[src/rtl/tkdc_pkg.sv]
// ----------------------------------------------------------------------------
// Thermostat controller package
// Event codes, reset values, the 7-segment table and the word types.
// ----------------------------------------------------------------------------
package tkdc_pkg;

   typedef enum logic [2:0] {
      CMD_TEMP = 3'd0,
      CMD_EDIT = 3'd1,
      CMD_KEY  = 3'd2,
      CMD_UART = 3'd3,
      CMD_TICK = 3'd4
   } tkdc_cmd_type;

   localparam logic [7:0] UART_PANIC     = 8'h31;
   localparam logic [7:0] UART_GET_TEMP  = 8'h32;
   localparam logic [7:0] UART_GET_SETPT = 8'h33;

   localparam logic [3:0] BAND_RESET     = 4'd2;
   localparam logic [7:0] SETPOINT_RESET = 8'd88;
   localparam logic [3:0] KEY_WRAP       = 4'd11;

   localparam logic [7:0] SEG_TABLE [10] = '{
      8'hbf, 8'h86, 8'hdb, 8'hcf, 8'he6, 8'hed, 8'hfd, 8'h87, 8'hff, 8'he7
   };

   typedef struct packed {
      logic [2:0] cmd;
      logic [8:0] temp_sample;
      logic [1:0] key_row;
      logic [1:0] key_col;
      logic [7:0] uart_byte;
   } tkdc_req_type;

   typedef struct packed {
      logic       fan_on;
      logic       digit_units;
      logic [7:0] segments;
      logic       display_valid;
      logic       reply_valid;
      logic [8:0] reply_value;
   } tkdc_rsp_type;

   // Multiplying by 205/2048 gives the exact quotient for all 9-bit values.
   function automatic logic [5:0] div10(input logic [8:0] v);
      logic [16:0] p;
      p = 17'(v) * 17'd205;
      return p[16:11];
   endfunction

   function automatic logic [7:0] seg_of(input logic [5:0] d);
      if (d <= 6'd9) begin
         return SEG_TABLE[d[3:0]];
      end
      return 8'h00;
   endfunction

endpackage

[src/rtl/tkdc_engine.sv]
// ----------------------------------------------------------------------------
// Thermostat controller event engine
// Holds the controller state and computes the result word of one event.
// ----------------------------------------------------------------------------
module tkdc_engine
   import tkdc_pkg::*;
(
   input  logic         clock,
   input  logic         reset,
   input  logic         csr_wr_en,
   input  logic [3:0]   csr_wr_data,
   input  logic         advance,
   input  tkdc_req_type req,
   output tkdc_rsp_type rsp
);

   logic [3:0] band_ff;
   logic [8:0] sensed_ff, sensed_in;
   logic [7:0] setpoint_ff, setpoint_in;
   logic [7:0] threshold_ff, threshold_in;
   logic [3:0] last_key_ff, last_key_in;
   logic       edit_ff, edit_in;
   logic       panic_ff, panic_in;
   logic       cooler_ff, cooler_in;
   logic       digit_sel_ff, digit_sel_in;

   logic [3:0]        key_raw;
   logic [3:0]        key;
   logic [8:0]        disp_value;
   logic [5:0]        tens;
   logic [8:0]        tens_times10;
   logic [3:0]        units;
   logic signed [9:0] temp_s;
   logic signed [9:0] thr_s;
   logic signed [9:0] low_s;

   always_comb begin
      key_raw = {1'b0, req.key_row, 1'b0} + {2'b00, req.key_row}
              + {2'b00, req.key_col} + 4'd1;
      key = (key_raw == KEY_WRAP) ? 4'd0 : key_raw;
      disp_value = edit_ff ? {1'b0, setpoint_ff} : sensed_ff;
      tens = div10(disp_value);
      tens_times10 = 9'({3'b000, tens} * 9'd10);
      units = 4'(disp_value - tens_times10);
   end

   always_comb begin
      sensed_in    = sensed_ff;
      setpoint_in  = setpoint_ff;
      threshold_in = threshold_ff;
      last_key_in  = last_key_ff;
      edit_in      = edit_ff;
      panic_in     = panic_ff;
      digit_sel_in = digit_sel_ff;
      rsp          = '0;
      unique case (req.cmd)
         CMD_TEMP: begin
            sensed_in = req.temp_sample;
         end
         CMD_EDIT: begin
            edit_in = !edit_ff;
            if (edit_ff) begin
               threshold_in = setpoint_ff;
            end
         end
         CMD_KEY: begin
            if (edit_ff) begin
               setpoint_in = 8'({4'b0000, last_key_ff} * 8'd10) + {4'b0000, key};
               last_key_in = key;
            end
         end
         CMD_UART: begin
            if (req.uart_byte == UART_PANIC) begin
               panic_in = 1'b1;
            end else if (req.uart_byte == UART_GET_TEMP) begin
               rsp.reply_valid = 1'b1;
               rsp.reply_value = sensed_ff;
            end else if (req.uart_byte == UART_GET_SETPT) begin
               rsp.reply_valid = 1'b1;
               rsp.reply_value = {1'b0, setpoint_ff};
            end else begin
               panic_in = 1'b0;
            end
         end
         CMD_TICK: begin
            rsp.display_valid = 1'b1;
            rsp.digit_units   = digit_sel_ff;
            rsp.segments      = digit_sel_ff ? seg_of({2'b00, units}) : seg_of(tens);
            digit_sel_in      = !digit_sel_ff;
         end
         default: begin
         end
      endcase

      temp_s = signed'({1'b0, sensed_in});
      thr_s  = signed'({2'b00, threshold_in});
      low_s  = thr_s - signed'({6'b000000, band_ff});
      if (panic_in || (temp_s > thr_s)) begin
         cooler_in = 1'b1;
      end else if (temp_s < low_s) begin
         cooler_in = 1'b0;
      end else begin
         cooler_in = cooler_ff;
      end
      rsp.fan_on = cooler_in;
   end

   always_ff @(posedge clock) begin
      if (reset) begin
         band_ff      <= BAND_RESET;
         sensed_ff    <= '0;
         setpoint_ff  <= SETPOINT_RESET;
         threshold_ff <= SETPOINT_RESET;
         last_key_ff  <= '0;
         edit_ff      <= 1'b0;
         panic_ff     <= 1'b0;
         cooler_ff    <= 1'b0;
         digit_sel_ff <= 1'b0;
      end else begin
         if (csr_wr_en) begin
            band_ff <= csr_wr_data;
         end
         if (advance) begin
            sensed_ff    <= sensed_in;
            setpoint_ff  <= setpoint_in;
            threshold_ff <= threshold_in;
            last_key_ff  <= last_key_in;
            edit_ff      <= edit_in;
            panic_ff     <= panic_in;
            cooler_ff    <= cooler_in;
            digit_sel_ff <= digit_sel_in;
         end
      end
   end

endmodule

[src/rtl/thermostat_keypad_display_controller_core.sv]
// A result word is presented from the result register once its event word has
// passed the input register; a stalled result word can hold it there.
// Throughput: one event word per cycle when the result output does not stall; the
// input and result registers let a new word enter while a finished result waits to be taken.
// Reset is synchronous and active high; it clears all controller state to its
// power-on values (setpoint and threshold 88, band 2) and empties both stages.
// ----------------------------------------------------------------------------
// Thermostat controller core
// Cooling-fan thermostat with keypad entry, serial queries and a display.
// ----------------------------------------------------------------------------
module thermostat_keypad_display_controller_core
   import tkdc_pkg::*;
(
   input  logic       clock,
   input  logic       reset,
   input  logic       csr_wr_en,
   input  logic [3:0] csr_wr_data,
   input  logic       req_valid,
   output logic       req_stall,
   input  logic [2:0] req_cmd,
   input  logic [8:0] req_temp_sample,
   input  logic [1:0] req_key_row,
   input  logic [1:0] req_key_col,
   input  logic [7:0] req_uart_byte,
   output logic       rsp_valid,
   input  logic       rsp_stall,
   output logic       rsp_fan_on,
   output logic       rsp_digit_units,
   output logic [7:0] rsp_segments,
   output logic       rsp_display_valid,
   output logic       rsp_reply_valid,
   output logic [8:0] rsp_reply_value
);

   tkdc_req_type req_ff;
   logic         req_valid_ff, req_valid_in;
   tkdc_rsp_type rsp_ff;
   tkdc_rsp_type rsp_in;
   logic         rsp_valid_ff, rsp_valid_in;
   logic         out_free;
   logic         advance;
   logic         accept;

   assign out_free  = !rsp_valid_ff || !rsp_stall;
   assign advance   = req_valid_ff && out_free;
   assign req_stall = req_valid_ff && !out_free;
   assign accept    = req_valid && !req_stall;

   assign req_valid_in = accept || (req_valid_ff && !advance);
   assign rsp_valid_in = advance || (rsp_valid_ff && rsp_stall);

   tkdc_engine u_engine (
      .clock       (clock),
      .reset       (reset),
      .csr_wr_en   (csr_wr_en),
      .csr_wr_data (csr_wr_data),
      .advance     (advance),
      .req         (req_ff),
      .rsp         (rsp_in)
   );

   always_ff @(posedge clock) begin
      if (reset) begin
         req_valid_ff <= 1'b0;
         rsp_valid_ff <= 1'b0;
      end else begin
         req_valid_ff <= req_valid_in;
         rsp_valid_ff <= rsp_valid_in;
      end
   end

   always_ff @(posedge clock) begin
      if (accept) begin
         req_ff <= '{cmd: req_cmd, temp_sample: req_temp_sample, key_row: req_key_row,
                     key_col: req_key_col, uart_byte: req_uart_byte};
      end
      if (advance) begin
         rsp_ff <= rsp_in;
      end
   end

   assign rsp_valid         = rsp_valid_ff;
   assign rsp_fan_on        = rsp_ff.fan_on;
   assign rsp_digit_units   = rsp_ff.digit_units;
   assign rsp_segments      = rsp_ff.segments;
   assign rsp_display_valid = rsp_ff.display_valid;
   assign rsp_reply_valid   = rsp_ff.reply_valid;
   assign rsp_reply_value   = rsp_ff.reply_value;

endmodule

[config.mk]
export PLATFORM = sky130hd
export DESIGN_NAME = thermostat_keypad_display_controller_core
export DESIGN_NICKNAME = d
export VERILOG_FILES = /design/src/rtl/tkdc_pkg.sv /design/src/rtl/tkdc_engine.sv /design/src/rtl/thermostat_keypad_display_controller_core.sv
export SDC_FILE = /design/constraint.sdc
export NUM_CORES = 1
export LEC_CHECK = 0
export BUFFER_PORTS_ARGS = -buffer_cell sky130_fd_sc_hd__buf_2
export CAP_MARGIN = 20
export CORE_AREA = 2 2 126 128
export DETAILED_ROUTE_END_ITERATION = 10
export DIE_AREA = 0 0 128 130
export PLACE_DENSITY = 0.64
export SYNTH_ARGS = -nofsm -noshare
export SYNTH_HDL_FRONTEND = slang
export SYNTH_SLANG_ARGS = --single-unit
[constraint.sdc]
create_clock -name clock -period 7.8 [get_ports clock]
set_input_delay 0.39 -clock clock [delete_from_list [all_inputs] [get_ports clock]]
set_output_delay 0.39 -clock clock [all_outputs]
set_load 0.05 [all_outputs]
==> results.md <==
Setup path:
- The worst endpoint required time is 7890 ps.
- The cell family contributing the most delay on the critical path is adder cells.
- For the worst setup path, the data arrival time is 7270 ps.
- The worst setup path is captured at a register.
- The largest single stage delay on the critical path is 740 ps.
- In this run the worst path has a maximum fanout of 14.
- The critical path contains buffers and inverters numbering 4 combined.
- In this run the number of cells on the critical path is 23.
- The critical path starts at u_engine.edit_ff$_SDFFE_PP0P_.
- The startpoint-to-endpoint class of the critical path is register to register.
- Measured in cells, the most critical reg-to-reg path has a length of 23.
- The largest individual stage delay along the critical path comes from the cell fa_1.
- The signal on the critical path passes through mux2i_1 -> inv_1 -> ha_1 -> fa_1 -> inv_1 -> fa_1 -> fa_1 -> inv_1 -> ha_1 -> nand4_1 -> nor2_1 -> nor3_4 -> xnor2_1 -> inv_1 -> ha_1 -> fa_1 -> nand2b_1 -> nor3_1 -> mux2_2 -> a211oi_1 -> nand3_1 -> mux2i_1 -> o32ai_1.
- The type of element launching the critical path is a register.
- The worst register-to-register path begins at u_engine.edit_ff$_SDFFE_PP0P_.

Placed design:
- The HPWL after detailed placement is 11000 um.
- Routability-driven placement finished with a final weighted congestion of 0.918.
- The quantity of I/O buffers inserted on ports is 55.
- The placement-stage worst setup slack is 466 ps.
- The placed instance area is 6530 um2.

Route:
- Dividing the detail-routed wire length by the instance count gives 16.0 um.
- In the routed layout, each cell is associated on average with a via count of 5.33.
- The final routed DRC violation total is 0.
- The first detailed-routing pass took 4 iterations.
- The remaining number of nets flagged by the antenna check after routing is 0.
- In this run, the number of DRC markers left after iteration 0 of detailed routing was 286.
- The final layout contains routed wiring with a total length of 13700 um.
- The via count is 4541.

Yosys:
- The proportion of register bits with asynchronous set or reset after synthesis is 0%.
- After synthesis, the cell types taking the most area are edfxtp_1, ha_1, dfxtp_1.
- The average instance in the mapped netlist occupies 10.1 um2.
- The number of distinct library cells after synthesis is 59.
- The warning count from the yosys run is 0.
- Among all flip-flop cells after synthesis, the most frequent one is edfxtp_1.
- The number of flops mapped to enable cells by yosys is 45.
- After synthesis the cells add up to 6040 um2.
- Synthesis inferred 83 register bits.
- The sequential-to-total area share from yosys stat is 34.9%.
- The synthesized net count is 737.
- edfxtp_1 takes more of the synthesized area than any other cell.
- The proportion of netlist area held by the largest area contributor is 22.4%.
- The count of mapped cells out of synthesis is 600.

Timing:
- The post-layout minimum cycle time is 7180 ps.
- Measured against its own limit, the worst slew margin works out to 58.5%.
- The hold slack is 208 ps.
- At the pin with the least slew margin, the transition time is 617 ps.
- The fmax is 139 MHz.
- Setup violations remaining at the end of the flow were counted as 0.
- The largest clock skew in the final design is 8.25 ps.
- The final hold violation count is 0.
- Setup repair after global routing left no endpoint under its margin.
- The max-slew violation count was 0.
- The share of the cycle needed by the critical path after routing is 92.1%.
- The summed negative setup slack over all endpoints is 0 ps.
- The post-route worst setup slack is 617 ps.

Outcome:
- The flow ran to the end, and the final reports show no timing, DRC or antenna violations.

Clock tree:
- The clock tree from TritonCTS is built.
- The buffers inserted during post-CTS setup optimization is 0.
- The clock passes through at most 2 buffers.
- The number of buffers added to fix hold violations after cts is 0.
- The number of levels in the clock H-tree is 3.
- The number of gates resized after CTS was 0.
- For the worst-skew pair, the clock arrives at the later sink with an insertion delay of 350 ps.
- In this run the clock root is driven by a clkbuf_16.
- Counting every sink on the clock net gives 83.
- Buffers inserted during clock tree synthesis total 9.
- Clock-pin slew was measured on the worst setup and hold paths at 70 ps.

Die:
- After floorplanning, the core was divided into 46 placement rows.
- In this run the vertical extent of the chip is 130 um.
- The effective utilization at floorplan is 39.2%.
- The die span in x is 128 um.
- During I/O placement, the number of pins put on the boundary was 56.
- The placeable core region is 15400 um2.
- The die covers 16600 um2.

Finish:
- The area of all placed cells without fillers is 6860 um2.
- The area of the multi-input gates is 3650 um2.
- After the last flow step, the layout net total stands at 792.
- Fill cells in the final layout number 1483.
- The antenna diode count is 0.
- The post-synthesis to final-layout area growth is 13.5%.
- The sequential cells in the finished layout cover a total of 2110 um2.
- The fraction of final layout cells sized beyond drive strength 1 is 15.6%.

Global routing:
- For this run the aggregate overflow at the end of global routing stands at 0.
- The first-pass GRT wire length is 22400 um.
- The number of global-route vias before repair is 4587.
- Entering global routing, the biggest net connects 37 pins.
- The initial antenna violation count is 0.
- The total global routing track utilization is 17.3%.

Pwr:
- Overall power consumption after layout is estimated at 1370 uW.
- For this design the ratio of total power to cell area is 200 nW/um2.
- Of the total power, the share spent switching nets is 34.2%.
- The net switching power of the design is 469 uW.
- VDD sags by at most 107 uV.
- The share of total power dissipated in sequential elements is 36.5%.
- Summed over all cells, the static leakage comes to 0.00324 uW.
- The cell-internal power is 901 uW.
- The share of total power in the clock network is 30.7%.
- The portion of total power attributed to combinational logic is 32.8%.

Flow run:
- The reported max-cap violation count is 0.

Worst hold path:
- Along the worst hold path, the cell count comes to 1.
- The type of the most critical hold path is input pin to register.
- The hold path startpoint is req_key_col[0].
-- cell usage after synthesis (all sizes together) (7+ instances only) --
library cell   n
a21oi         25
nand2         32
edfxtp        45
ha            85
inv           57
o211ai        13
nor2          59
dfxtp         38
xor2          10
fa            19
a21o           8
nor3          20
nor2b         10
xnor2         13
nand3         11
mux2i         33
a211oi        15
mux2          11
nand2b         7
clkbuf        12
o21ai         15
nand4          8
-- layer usage --
layer,part of all wire (%),track usage [%],vias up
met1,45,21.2,2150
met3,3.5,2.75,28
met4,2.4,7.63,0
met5,0,0,-
met2,49,30.3,114
li1,-,-,2249
-- area by class of cell --
cell class	instances	share of cell area (%)
clock inverter	6	0.657
timing repair buffer	61	4.96
inverter	58	3.17
tap	192	3.50
clock buffer	10	3.65
sequential	83	30.8
multi-input combinational	442	53.3
-- cells by family (layout without fill, tap and decap cells) --
| logic type | after synthesis | count (layout) | synth area share (%) |
|---|---|---|---|
| multiplexers | 44 | 44 | 7.58 |
| AO/OA/AOI/OAI | 97 | 97 | 10.8 |
| XOR/XNOR | 23 | 23 | 3.46 |
| flip-flops | 83 | 83 | 34.9 |
| AND/OR/NAND/NOR | 174 | 174 | 14.5 |
| adder cells (fa/ha/maj) | 104 | 104 | 23.9 |
| buffers and inverters | 75 | 135 | 4.82 |
-- stage by stage --
step | util, % | cells
after floorplan | - | 600
after global placement | 42.4 | 835
after detailed placement | 42.4 | 835
after CTS | 44.3 | 851
after global routing | 44.5 | 852
final | 44.5 | 852
-- layout by cell type, fill, tap and decap left out, types with 10 or more instances in the layout --
master / Yosys / final
buf_2: 2 / 55
edfxtp_1: 45 / 45
a211oi_1: 14 / 14
nor2_1: 59 / 59
nand2_1: 32 / 32
o21ai_0: 11 / 11
xor2_1: 10 / 10
ha_1: 85 / 85
nand3_1: 11 / 11
a21oi_1: 25 / 25
dfxtp_1: 38 / 37
nor3_1: 19 / 19
clkbuf_16: 0 / 10
mux2_2: 11 / 11
mux2i_1: 32 / 31
fa_1: 19 / 19
inv_1: 57 / 57
o211ai_1: 12 / 12
xnor2_1: 12 / 12
-- power groups by stage --
stage / Sequential [uW] / Clock [uW] / Combinational [uW]
after floorplan: 524 / 0 / 330
after global placement: 508 / 0 / 429
after detailed placement: 509 / 0 / 444
after CTS: 500 / 433 / 448
after global routing: 502 / 449 / 508
final: 500 / 421 / 450
-- state kept, by name, summed over array words and instances (netlist names), 4 cells and up --
name / count
u_engine.last_key_ff: 4
u_engine.setpoint_ff: 7
req_ff: 24
u_engine.sensed_ff: 9
rsp_reply_value: 9
u_engine.band_ff: 4
u_engine.threshold_ff: 8
rsp_segments: 8
-- path summary, 6_finish.rpt --
check                                          endpoint  slack (ps)
setup / recovery          rsp_segments[4]$_SDFFCE_PN0P_         620
hold reg to reg   u_engine.threshold_ff[4]$_SDFFE_PP1P_         490
hold / removal                      req_ff[8]$_DFFE_PP_         210
setup reg to reg          rsp_segments[4]$_SDFFCE_PN0P_         620
No activity file was read; power rests on OpenSTA's default activity.
